File: config.mk
export PLATFORM = sky130hd
export DESIGN_NAME = calendar_seconds_converter_unit
export DESIGN_NICKNAME = d
export VERILOG_FILES = /design/src/csc_pkg.sv /design/src/calendar_seconds_converter_unit.sv /design/src/csc_ctrl.sv /design/src/csc_datapath.sv
export SDC_FILE = /design/constraint.sdc
export NUM_CORES = 1
export LEC_CHECK = 0
export CORE_AREA = 2 2 198 200
export DETAILED_ROUTE_END_ITERATION = 12
export DIE_AREA = 0 0 200 202
export DONT_BUFFER_PORTS = 1
export PLACE_DENSITY = 0.67
export SKIP_LAST_GASP = 1
export SYNTH_ARGS = -nofsm -noshare
export SYNTH_HDL_FRONTEND = slang
export SYNTH_HIERARCHICAL = 1
export SYNTH_SLANG_ARGS = --single-unit
File: constraint.sdc
create_clock -name clk -period 9.6 [get_ports clk]
set_input_delay 0.48 -clock clk [delete_from_list [all_inputs] [get_ports clk]]
set_output_delay 0.48 -clock clk [all_outputs]
set_load 0.02 [all_outputs]
File: src/csc_pkg.sv
// ----------------------------------------------------------------------------
// Calendar seconds converter package
// Shared state encoding, control and status structs, calendar constants and lengths.
// ----------------------------------------------------------------------------
package csc_pkg;

  localparam logic [31:0] SEC_PER_MIN     = 32'd60;
  localparam logic [31:0] SEC_PER_HOUR    = 32'd3600;
  localparam logic [31:0] SEC_PER_DAY     = 32'd86400;
  localparam logic [31:0] SEC_PER_LEAPYR  = 32'd31622400;
  localparam logic [31:0] SEC_PER_PLAINYR = 32'd31536000;
  localparam logic [11:0] EPOCH_YEAR_RST  = 12'd1970;
  localparam logic [3:0]  MONTHS_PER_YEAR = 4'd12;

  typedef enum logic [3:0] {
    ST_IDLE,
    ST_ENC_YEAR,
    ST_ENC_MONTH,
    ST_ENC_TIME1,
    ST_ENC_TIME2,
    ST_DEC_YEAR,
    ST_DEC_MONTH,
    ST_DEC_DAY,
    ST_DEC_HOUR,
    ST_DEC_MIN,
    ST_FINISH
  } ctl_state_t;

  typedef struct packed {
    logic       load;
    logic       step;
    logic       out_load;
    ctl_state_t phase;
  } dp_cmd_t;

  typedef struct packed {
    logic done;
    logic mode;
  } dp_status_t;

  // Length of a year in seconds; a year is leap when its low two bits are zero.
  function automatic logic [31:0] year_secs(input logic [12:0] y);
    year_secs = (y[1:0] == 2'b00) ? SEC_PER_LEAPYR : SEC_PER_PLAINYR;
  endfunction

  // Length of a month in seconds; months outside 1 to 12 are empty.
  function automatic logic [31:0] month_secs(input logic [12:0] y, input logic [3:0] m);
    logic [31:0] s;
    begin
      unique case (m)
        4'd1, 4'd3, 4'd5, 4'd7, 4'd8, 4'd10, 4'd12: s = 32'd2678400;
        4'd4, 4'd6, 4'd9, 4'd11:                   s = 32'd2592000;
        4'd2: s = (y[1:0] == 2'b00) ? 32'd2505600 : 32'd2419200;
        default: s = 32'd0;
      endcase
      month_secs = s;
    end
  endfunction

endpackage

File: src/calendar_seconds_converter_unit.sv
// ----------------------------------------------------------------------------
// Calendar seconds converter
// Converts between a calendar date-time and seconds since a base year.
// ----------------------------------------------------------------------------
// One word is worked on at a time. A date-time to seconds word (mode 0) walks
// the year offset (0 to 255), then the months before the given one, adding one
// year or month length per cycle to the 32-bit accumulator, then adds the day
// and hour terms and then the minute and second terms. A seconds to date-time
// word (mode 1) walks the accumulator down over years (up to 136), months (up
// to 11), days (up to 30), hours (up to 23) and minutes (up to 59). A new word
// is taken as soon as the previous one has reached the result register, even
// while that result is still stalled. A year is leap when its low two bits are
// zero; the epoch year may be written only while the unit is idle.
// ----------------------------------------------------------------------------
module calendar_seconds_converter_unit
  import csc_pkg::*;
(
  input  logic        clk,
  input  logic        rst_n,
  input  logic        cfg_we,
  input  logic [11:0] cfg_wdata,
  input  logic        in_valid,
  output logic        in_stall,
  input  logic        in_mode,
  input  logic [31:0] in_seconds,
  input  logic [11:0] in_year,
  input  logic [3:0]  in_month,
  input  logic [4:0]  in_day,
  input  logic [4:0]  in_hour,
  input  logic [5:0]  in_minute,
  input  logic [5:0]  in_second,
  output logic        out_valid,
  input  logic        out_stall,
  output logic [31:0] out_seconds,
  output logic [12:0] out_year,
  output logic [3:0]  out_month,
  output logic [4:0]  out_day,
  output logic [4:0]  out_hour,
  output logic [5:0]  out_minute,
  output logic [5:0]  out_second
);

  dp_cmd_t    cmd;
  dp_status_t status;

  csc_ctrl u_ctrl (
    .clk       (clk),
    .rst_n     (rst_n),
    .in_valid  (in_valid),
    .in_stall  (in_stall),
    .out_valid (out_valid),
    .out_stall (out_stall),
    .status    (status),
    .cmd       (cmd)
  );

  csc_datapath u_datapath (
    .clk         (clk),
    .rst_n       (rst_n),
    .cfg_we      (cfg_we),
    .cfg_wdata   (cfg_wdata),
    .in_mode     (in_mode),
    .in_seconds  (in_seconds),
    .in_year     (in_year),
    .in_month    (in_month),
    .in_day      (in_day),
    .in_hour     (in_hour),
    .in_minute   (in_minute),
    .in_second   (in_second),
    .cmd         (cmd),
    .status      (status),
    .out_seconds (out_seconds),
    .out_year    (out_year),
    .out_month   (out_month),
    .out_day     (out_day),
    .out_hour    (out_hour),
    .out_minute  (out_minute),
    .out_second  (out_second)
  );

  // An accepted word keeps the input side busy in the following cycle.
  a_busy_after_accept: assert property (@(posedge clk) disable iff (!rst_n)
    (in_valid && !in_stall) |=> in_stall)
    else $error("input not stalled after accepting a word");

  // A new result only appears at the end of a conversion.
  a_result_from_work: assert property (@(posedge clk) disable iff (!rst_n)
    $rose(out_valid) |-> $past(in_stall))
    else $error("result presented without a conversion in progress");

  // A decoded date-time always lies in range.
  a_decode_range: assert property (@(posedge clk) disable iff (!rst_n)
    (out_valid && out_month != 4'd0) |->
      (out_month <= MONTHS_PER_YEAR && out_day != 5'd0 && out_hour < 5'd24 &&
       out_minute < 6'd60 && out_second < 6'd60))
    else $error("decoded date-time out of range");

endmodule

File: src/csc_ctrl.sv
// ----------------------------------------------------------------------------
// Calendar seconds converter controller
// Sequences the conversion phases and owns the handshake state of both words.
// ----------------------------------------------------------------------------
module csc_ctrl
  import csc_pkg::*;
(
  input  logic       clk,
  input  logic       rst_n,
  input  logic       in_valid,
  output logic       in_stall,
  output logic       out_valid,
  input  logic       out_stall,
  input  dp_status_t status,
  output dp_cmd_t    cmd
);

  ctl_state_t state_r, state_nxt;
  logic       out_valid_r, out_valid_nxt;
  logic       accept;
  logic       out_free;

  assign accept   = in_valid && (state_r == ST_IDLE);
  assign out_free = !out_valid_r || !out_stall;

  always_ff @(posedge clk) begin
    if (!rst_n) begin
      state_r     <= ST_IDLE;
      out_valid_r <= 1'b0;
    end else begin
      state_r     <= state_nxt;
      out_valid_r <= out_valid_nxt;
    end
  end

  // Next state.
  always_comb begin
    state_nxt = state_r;
    unique case (state_r)
      ST_IDLE:      if (accept) state_nxt = status.mode ? ST_DEC_YEAR : ST_ENC_YEAR;
      ST_ENC_YEAR:  if (status.done) state_nxt = ST_ENC_MONTH;
      ST_ENC_MONTH: if (status.done) state_nxt = ST_ENC_TIME1;
      ST_ENC_TIME1: state_nxt = ST_ENC_TIME2;
      ST_ENC_TIME2: state_nxt = ST_FINISH;
      ST_DEC_YEAR:  if (status.done) state_nxt = ST_DEC_MONTH;
      ST_DEC_MONTH: if (status.done) state_nxt = ST_DEC_DAY;
      ST_DEC_DAY:   if (status.done) state_nxt = ST_DEC_HOUR;
      ST_DEC_HOUR:  if (status.done) state_nxt = ST_DEC_MIN;
      ST_DEC_MIN:   if (status.done) state_nxt = ST_FINISH;
      ST_FINISH:    if (out_free) state_nxt = ST_IDLE;
      default:      state_nxt = ST_IDLE;
    endcase
  end

  // Outputs.
  always_comb begin
    cmd.load     = accept;
    cmd.phase    = state_r;
    cmd.out_load = (state_r == ST_FINISH) && out_free;
    unique case (state_r)
      ST_ENC_TIME1, ST_ENC_TIME2: cmd.step = 1'b1;
      ST_ENC_YEAR, ST_ENC_MONTH, ST_DEC_YEAR, ST_DEC_MONTH,
      ST_DEC_DAY, ST_DEC_HOUR, ST_DEC_MIN: cmd.step = !status.done;
      default: cmd.step = 1'b0;
    endcase
    out_valid_nxt = cmd.out_load || (out_valid_r && out_stall);
  end

  assign in_stall  = (state_r != ST_IDLE);
  assign out_valid = out_valid_r;

endmodule

File: src/csc_datapath.sv
// ----------------------------------------------------------------------------
// Calendar seconds converter datapath
// Accumulator, year and month walkers, time counters and the result register.
// ----------------------------------------------------------------------------
module csc_datapath
  import csc_pkg::*;
(
  input  logic        clk,
  input  logic        rst_n,
  input  logic        cfg_we,
  input  logic [11:0] cfg_wdata,
  input  logic        in_mode,
  input  logic [31:0] in_seconds,
  input  logic [11:0] in_year,
  input  logic [3:0]  in_month,
  input  logic [4:0]  in_day,
  input  logic [4:0]  in_hour,
  input  logic [5:0]  in_minute,
  input  logic [5:0]  in_second,
  input  dp_cmd_t     cmd,
  output dp_status_t  status,
  output logic [31:0] out_seconds,
  output logic [12:0] out_year,
  output logic [3:0]  out_month,
  output logic [4:0]  out_day,
  output logic [4:0]  out_hour,
  output logic [5:0]  out_minute,
  output logic [5:0]  out_second
);

  logic [11:0] epoch_year_r;
  logic        mode_r;
  logic [11:0] year_in_r;
  logic [3:0]  month_in_r;
  logic [4:0]  day_in_r;
  logic [4:0]  hour_in_r;
  logic [5:0]  min_in_r;
  logic [5:0]  sec_in_r;
  logic [7:0]  offs_r;

  logic [31:0] acc_r, acc_nxt;
  logic [12:0] cur_year_r, cur_year_nxt;
  logic [7:0]  idx_r, idx_nxt;
  logic [3:0]  mon_r, mon_nxt;
  logic [4:0]  day_cnt_r, day_cnt_nxt;
  logic [4:0]  hour_cnt_r, hour_cnt_nxt;
  logic [5:0]  min_cnt_r, min_cnt_nxt;
  logic        done;

  logic [31:0] out_seconds_r;
  logic [12:0] out_year_r;
  logic [3:0]  out_month_r;
  logic [4:0]  out_day_r;
  logic [4:0]  out_hour_r;
  logic [5:0]  out_minute_r;
  logic [5:0]  out_second_r;

  logic [31:0] ylen;
  logic [31:0] mlen;
  logic [31:0] day_term;
  logic [31:0] hour_term;
  logic [31:0] min_term;
  logic [12:0] enc_year;
  logic [11:0] offs_w;

  assign ylen      = year_secs(cur_year_r);
  assign enc_year  = {1'b0, year_in_r};
  assign mlen      = month_secs(mode_r ? cur_year_r : enc_year, mon_r);
  // Day zero wraps to minus one day.
  assign day_term  = (32'(day_in_r) - 32'd1) * SEC_PER_DAY;
  assign hour_term = 32'(hour_in_r) * SEC_PER_HOUR;
  assign min_term  = 32'(min_in_r) * SEC_PER_MIN;
  assign offs_w    = in_year - epoch_year_r;

  always_ff @(posedge clk) begin
    if (!rst_n) begin
      epoch_year_r <= EPOCH_YEAR_RST;
    end else if (cfg_we) begin
      epoch_year_r <= cfg_wdata;
    end
  end

  always_ff @(posedge clk) begin
    if (cmd.load) begin
      mode_r     <= in_mode;
      year_in_r  <= in_year;
      month_in_r <= in_month;
      day_in_r   <= in_day;
      hour_in_r  <= in_hour;
      min_in_r   <= in_minute;
      sec_in_r   <= in_second;
      offs_r     <= offs_w[7:0];
    end
  end

  always_comb begin
    done = 1'b1;
    unique case (cmd.phase)
      ST_ENC_YEAR:  done = (idx_r == offs_r);
      ST_ENC_MONTH: done = (mon_r >= month_in_r);
      ST_DEC_YEAR:  done = (acc_r < ylen);
      ST_DEC_MONTH: done = (mon_r > MONTHS_PER_YEAR) || (acc_r < mlen);
      ST_DEC_DAY:   done = (acc_r < SEC_PER_DAY);
      ST_DEC_HOUR:  done = (acc_r < SEC_PER_HOUR);
      ST_DEC_MIN:   done = (acc_r < SEC_PER_MIN);
      default:      done = 1'b1;
    endcase
  end

  always_comb begin
    acc_nxt      = acc_r;
    cur_year_nxt = cur_year_r;
    idx_nxt      = idx_r;
    mon_nxt      = mon_r;
    day_cnt_nxt  = day_cnt_r;
    hour_cnt_nxt = hour_cnt_r;
    min_cnt_nxt  = min_cnt_r;
    if (cmd.load) begin
      acc_nxt      = in_mode ? in_seconds : 32'd0;
      cur_year_nxt = {1'b0, epoch_year_r};
      idx_nxt      = 8'd0;
      mon_nxt      = 4'd1;
      day_cnt_nxt  = 5'd1;
      hour_cnt_nxt = 5'd0;
      min_cnt_nxt  = 6'd0;
    end else if (cmd.step) begin
      unique case (cmd.phase)
        ST_ENC_YEAR: begin
          acc_nxt      = acc_r + ylen;
          cur_year_nxt = cur_year_r + 13'd1;
          idx_nxt      = idx_r + 8'd1;
        end
        ST_ENC_MONTH: begin
          acc_nxt = acc_r + mlen;
          mon_nxt = mon_r + 4'd1;
        end
        ST_ENC_TIME1: acc_nxt = acc_r + day_term + hour_term;
        ST_ENC_TIME2: acc_nxt = acc_r + min_term + 32'(sec_in_r);
        ST_DEC_YEAR: begin
          acc_nxt      = acc_r - ylen;
          cur_year_nxt = cur_year_r + 13'd1;
        end
        ST_DEC_MONTH: begin
          acc_nxt = acc_r - mlen;
          mon_nxt = mon_r + 4'd1;
        end
        ST_DEC_DAY: begin
          acc_nxt     = acc_r - SEC_PER_DAY;
          day_cnt_nxt = day_cnt_r + 5'd1;
        end
        ST_DEC_HOUR: begin
          acc_nxt      = acc_r - SEC_PER_HOUR;
          hour_cnt_nxt = hour_cnt_r + 5'd1;
        end
        ST_DEC_MIN: begin
          acc_nxt     = acc_r - SEC_PER_MIN;
          min_cnt_nxt = min_cnt_r + 6'd1;
        end
        default: acc_nxt = acc_r;
      endcase
    end
  end

  always_ff @(posedge clk) begin
    acc_r      <= acc_nxt;
    cur_year_r <= cur_year_nxt;
    idx_r      <= idx_nxt;
    mon_r      <= mon_nxt;
    day_cnt_r  <= day_cnt_nxt;
    hour_cnt_r <= hour_cnt_nxt;
    min_cnt_r  <= min_cnt_nxt;
  end

  // Result register; fields that the mode does not use read as zero.
  always_ff @(posedge clk) begin
    if (cmd.out_load) begin
      if (mode_r) begin
        out_seconds_r <= 32'd0;
        out_year_r    <= cur_year_r;
        out_month_r   <= mon_r;
        out_day_r     <= day_cnt_r;
        out_hour_r    <= hour_cnt_r;
        out_minute_r  <= min_cnt_r;
        out_second_r  <= acc_r[5:0];
      end else begin
        out_seconds_r <= acc_r;
        out_year_r    <= 13'd0;
        out_month_r   <= 4'd0;
        out_day_r     <= 5'd0;
        out_hour_r    <= 5'd0;
        out_minute_r  <= 6'd0;
        out_second_r  <= 6'd0;
      end
    end
  end

  assign status.done = done;
  assign status.mode = cmd.load ? in_mode : mode_r;

  assign out_seconds = out_seconds_r;
  assign out_year    = out_year_r;
  assign out_month   = out_month_r;
  assign out_day     = out_day_r;
  assign out_hour    = out_hour_r;
  assign out_minute  = out_minute_r;
  assign out_second  = out_second_r;

endmodule

Word level (Yosys, flattened, before mapping)
Index checks and enable logic that the tools add are counted.
- input port bits: 88
- memories kept: 0
- register bits: 198
- bits in writable memories: 0
- latch bits: 0
- ROM bits: 0
- eq/ne operators: 32
- magnitude comparators: 7
- mux-type cells: 25
- bitwise operators: 0
- reductions and logical operators: 31
- div/mod/pow operators: 0
- shift operators: 0
- multipliers: 3
- add/sub/neg operators: 19
- operators with widths (kind ; number):
    $pmux W32 S9 ; 1
    $add A32 B32 Y32 ; 3
    $mux W32 ; 3
    $pmux W32 S3 ; 1
    $lt A32 B32 Y1 ; 2
    $sub A32 B32 Y32 ; 2
    $pmux W4 S11 ; 1
    $mux W12 ; 3
    $mux W18 ; 2
    $mux W4 ; 9
    $add A32 B12 Y32 ; 1
    $add A32 B17 Y32 ; 1
    $add A32 B6 Y32 ; 1
    $eq A4 B3 Y1 const B ; 8
    $eq A4 B4 Y1 const B ; 8
    $lt A32 B12 Y1 const B ; 1
    $lt A32 B17 Y1 const B ; 1
    $lt A32 B6 Y1 const B ; 1
    $mul A32 B10 Y25 const B ; 1
    $sub A32 B12 Y32 const B ; 1
    $sub A32 B17 Y32 const B ; 1
    $sub A32 B6 Y32 const B ; 1
    $ne A2 B1 Y1 const B ; 9
    $eq A4 B2 Y1 const B ; 4
    other kinds (31) ; 51

Logic depth before layout (Yosys ltp)
- depth in word-level cells: 11
- gate-level depth with buffers: 32

Cells and area by module
The synthesis kept the hierarchy.
- by module, submodules not included (module ; seq. area each (sq um) ; cells an instance ; times used ; area each (sq um)):
    csc_datapath ; 5375.2 ; 2089 ; 1 ; 18440.2
    csc_ctrl ; 100.1 ; 55 ; 1 ; 426.7

Worst setup path after synthesis
Ideal clock, no wire load.
- path type: reg2reg
- start: register u_datapath.day_in_r[1]
- end: register u_datapath.acc_r[29], data pin
- clock period less this slack: 7.247 ns
- slack: 2.353 ns
- buffers on the path: 1
- arrival time: 6.988 ns
- cell stages (with the launch flop): 31
- library setup time: 0.259 ns
- path through: edfxtp_1 nor3_1 nand2_1 buf_1 clkinv_1 fa_1 xnor2_1 xnor2_1 ha_1 inv_1 fa_1 inv_1 ha_1 a21o_1 nor2b_1 a221oi_1 a21oi_1 nand2_1 nand3_1 o21ai_0 ha_1 ha_1 and4_1 and2_1 nand2_1 o211ai_1 or2_2 a21oi_1 xor2_1 o22ai_1 o31a_1
- cells in the longest elaborated chain, start to end: 7
- ends and longest elaborated chain (item ; RTL line ; source):
    from (decl) ; csc_datapath.sv:35 ; logic [4:0] day_in_r;
    from (signal assigned) ; csc_datapath.sv:88 ; day_in_r <= in_day;
    $sub A5 B1 Y6 ; csc_datapath.sv:70 ; assign day_term = (32'(day_in_r) - 32'd1) * SEC_PER_DAY;
    $mul A32 B10 Y25 ; csc_datapath.sv:70 ;
    $add A32 B32 Y32 ; csc_datapath.sv:137 ; ST_ENC_TIME1: acc_nxt = acc_r + day_term + hour_term;
    $add A32 B17 Y32 ; csc_datapath.sv:137 ;
    $pmux W32 S9 ; csc_datapath.sv:127 ; unique case (cmd.phase)
    $mux W32 ; csc_datapath.sv:126 ; end else if (cmd.step) begin
    $mux W32 ; csc_datapath.sv:118 ; if (cmd.load) begin
    named net u_datapath.acc_nxt[29] ; csc_datapath.sv:41 ; logic [31:0] acc_r, acc_nxt;
    to (signal assigned) ; csc_datapath.sv:165 ; acc_r <= acc_nxt;
    to (decl) ; csc_datapath.sv:41 ;
The timed path passes the listed nets, and every way through them passes these cells. The select of a mux whose other input is x is not followed.
A chain may end at the register's enable or synchronous reset.

Final worst setup path
- start: register u_datapath.day_in_r[0]
- end: register u_datapath.acc_r[29], data pin
Same word-level chain as after synthesis.

==> impl_metrics.env <==
export IMPL_via_per_inst=6.18
export IMPL_drt_initial_drc_count=1523
export IMPL_rsz0062_at_grt="false"
export IMPL_outcome="complete, no violations"
export IMPL_core_mm2=0.0383
export IMPL_ys_flop_type="edfxtp_1"
export IMPL_drc=0
export IMPL_die_area_mm2=0.0404
export IMPL_drt_wl_total_mm=58.1
export IMPL_drv_slew=0
export IMPL_cts_buffers=17
export IMPL_track_usage=0.288
export IMPL_ys_warn_count=6
export IMPL_clock_latency_ns=0.48
export IMPL_vias=16300
export IMPL_crit_type="flip-flop to flip-flop"
export IMPL_cp_slowest_stage_delay_ns=0.65
export IMPL_ys_ff_latch=198
export IMPL_r2r_cells=30
export IMPL_fmax_ghz=0.128
export IMPL_fin_nets=2430
export IMPL_ys_seq_area_frac=0.290
export IMPL_synth_area_leaders="edfxtp_1 (24%), ha_1 (13%), dfxtp_1 (5.0%)"
export IMPL_endpoint_kind="flip-flop"
export IMPL_worst_pin_slew_ns=1.23
export IMPL_grt_max_degree=60
export IMPL_antenna_found_initial=1
export IMPL_period_minus_slack_ns=7.84
export IMPL_finClkSkew_ns=0.0148
export IMPL_synth_cells=2144
export IMPL_hold_buffers=0
export IMPL_routabilityCongestion=0.951
export IMPL_fin_hold_ws_ns=0.0695
export IMPL_start_util=0.493
export IMPL_netlist_area_mm2=0.0189
export IMPL_num_io_pins=161
export IMPL_cp_common_cell="ha_1"
export IMPL_rows=72
export IMPL_hold_viol_final=0
export IMPL_synthDistinctLibCells=99
export IMPL_cts_sinks=198
export IMPL_cp_slowest_cell="xor2_1"
export IMPL_relSlewSlack=0.177
export IMPL_grt_pass1_wl_mm=88.5
export IMPL_start_kind="flip-flop"
export IMPL_syn_num_nets=2475
export IMPL_synth_commonest_cells="ha_1 (203), nor2_1 (162), nand2_1 (160)"
export IMPL_area_growth_pct=5.96
export IMPL_die_y_um=202
export IMPL_cap_violations=0
export IMPL_htreeDepth=4
export IMPL_overflow=0
export IMPL_cts_root_buf="clkbuf_16"
export IMPL_crit_required_ns=9.84
export IMPL_first_pass_iters=7
export IMPL_postSynth_asyncResetShare=0
export IMPL_wire_per_inst_um=22.1
export IMPL_min_period_over_period=0.817
export IMPL_drive_gt1_frac=0.0582
export IMPL_setup_violations=0
export IMPL_yosysTopAreaCell="edfxtp_1"
export IMPL_cts_tree="built"
export IMPL_dp_hpwl_mm=44.0
export IMPL_finalSetupTns_ns=0
export IMPL_postCtsResizedCells=0
export IMPL_antenna_cells=0
export IMPL_arrival_ns=8.08
export IMPL_die_w_um=200
export IMPL_syn_avg_cell_area_um2=8.80
export IMPL_synth_top_area_share=0.240
export IMPL_clock_path_buffers=2
export IMPL_yosys_cell_count_top_type="ha_1"
export IMPL_numPortBuffers=0
export IMPL_clkTransAtPathRegs_ns=0.08
export IMPL_synth_edff_count=151
export IMPL_hp_class="input port to flip-flop"
export IMPL_cts_setup_buffers=0
export IMPL_grt_pass1_vias=15600
export IMPL_crit_path_max_fanout=9
export IMPL_min_delay_path_depth=1
export IMPL_drtAntennaViolNets=0
worst paths after layout:
| kind | start | endpoint | slack [ns] |
|---|---|---|---|
| min reg2reg | u_datapath/epoch_year_r[8]$_SDFFE_PN1P_ | u_datapath/epoch_year_r[8]$_SDFFE_PN1P_ | 0.49 |
| min | rst_n | u_datapath/epoch_year_r[10]$_SDFFE_PN1P_ | 0.07 |
| max reg2reg | u_datapath/day_in_r[0]$_DFFE_PP_ | u_datapath/acc_r[29]$_DFFE_PP_ | 1.76 |
| max | u_datapath/day_in_r[0]$_DFFE_PP_ | u_datapath/acc_r[29]$_DFFE_PP_ | 1.76 |
stage by stage:
stage               worst slack [ns]  area (µm²)   util  cells
global placement                2.02       19400  0.507   2598
CTS                             1.76       20000  0.522   2630
floorplan                       2.35       18900      -   2144
detailed placement              1.79       19400  0.507   2598
finish                          1.76       20000  0.522   2630
global route                    1.25       20000  0.522   2630
placed cells by master, fill, tap and decap left out, types with 17 or more instances in the layout:
master     count
nor2_1       159
mux2i_1       21
inv_1        153
fa_1          40
nor4_1        17
a211oi_1      31
o211ai_1      20
buf_4         37
nor3_1        40
a21o_1        53
nand2b_1      31
xor2_1        78
edfxtp_1     151
nor2b_1       37
o21ai_0      130
clkbuf_16     17
a31oi_1       23
ha_1         203
nand3_1       57
nand2_1      160
o22ai_1       18
a21oi_1      138
dfxtp_1       46
nand4_1       23
and2_1        55
xnor2_1      107
final cells by class:
cell class / count / area (µm²)
clock buffers: 19 / 433
clock inverters: 13 / 144
fillers: 3561 / 18300
inverters: 156 / 586
multi-input cells: 1689 / 12400
flip-flops and latches: 198 / 5480
well taps: 518 / 648
repair buffers: 37 / 278
per-layer routing:
metal / routed length (µm) / global-route usage
met2: 27000 / 0.464
met4: 2640 / 0.137
met5: 15 / 0
met1: 24100 / 0.367
met3: 4310 / 0.0622
sequential cells by signal, summed over array words and instances (netlist names), 6 cells and up:
| signal | count |
|---|---|
| u_datapath/acc_r | 32 |
| u_datapath/idx_r | 8 |
| u_datapath/out_year | 13 |
| u_datapath/epoch_year_r | 12 |
| u_datapath/out_seconds | 32 |
| u_datapath/cur_year_r | 13 |
| u_datapath/out_minute | 6 |
| u_datapath/min_cnt_r | 6 |
| u_datapath/offs_r | 8 |
| u_datapath/sec_in_r | 6 |
| u_datapath/out_second | 6 |
| u_datapath/min_in_r | 6 |
kinds of logic after synthesis:
| group | after synthesis | synth area share |
|---|---|---|
| AND/OR/NAND/NOR | 647 | 0.170 |
| flip-flops | 198 | 0.290 |
| multiplexers | 26 | 0.0141 |
| XOR/XNOR | 185 | 0.0859 |
| AO/OA/AOI/OAI | 588 | 0.209 |
| buffers and inverters | 257 | 0.0532 |
| adder cells (fa/ha/maj) | 243 | 0.177 |
critical path, delay by kind of cell, from the launching register on:
kind	cells	cell delay (ns)
adders and majority gates	8	2.62
and+or+nand+nor	7	1.59
AOI/OAI and AO/OA	7	1.36
xor gates and xnor gates	5	1.34
DFF	1	0.46
buffers and inverters	3	0.23
Power is left out: the tool's default activity adds up to more than one toggle a clock period on the data nets, which glitch-free logic cannot reach.
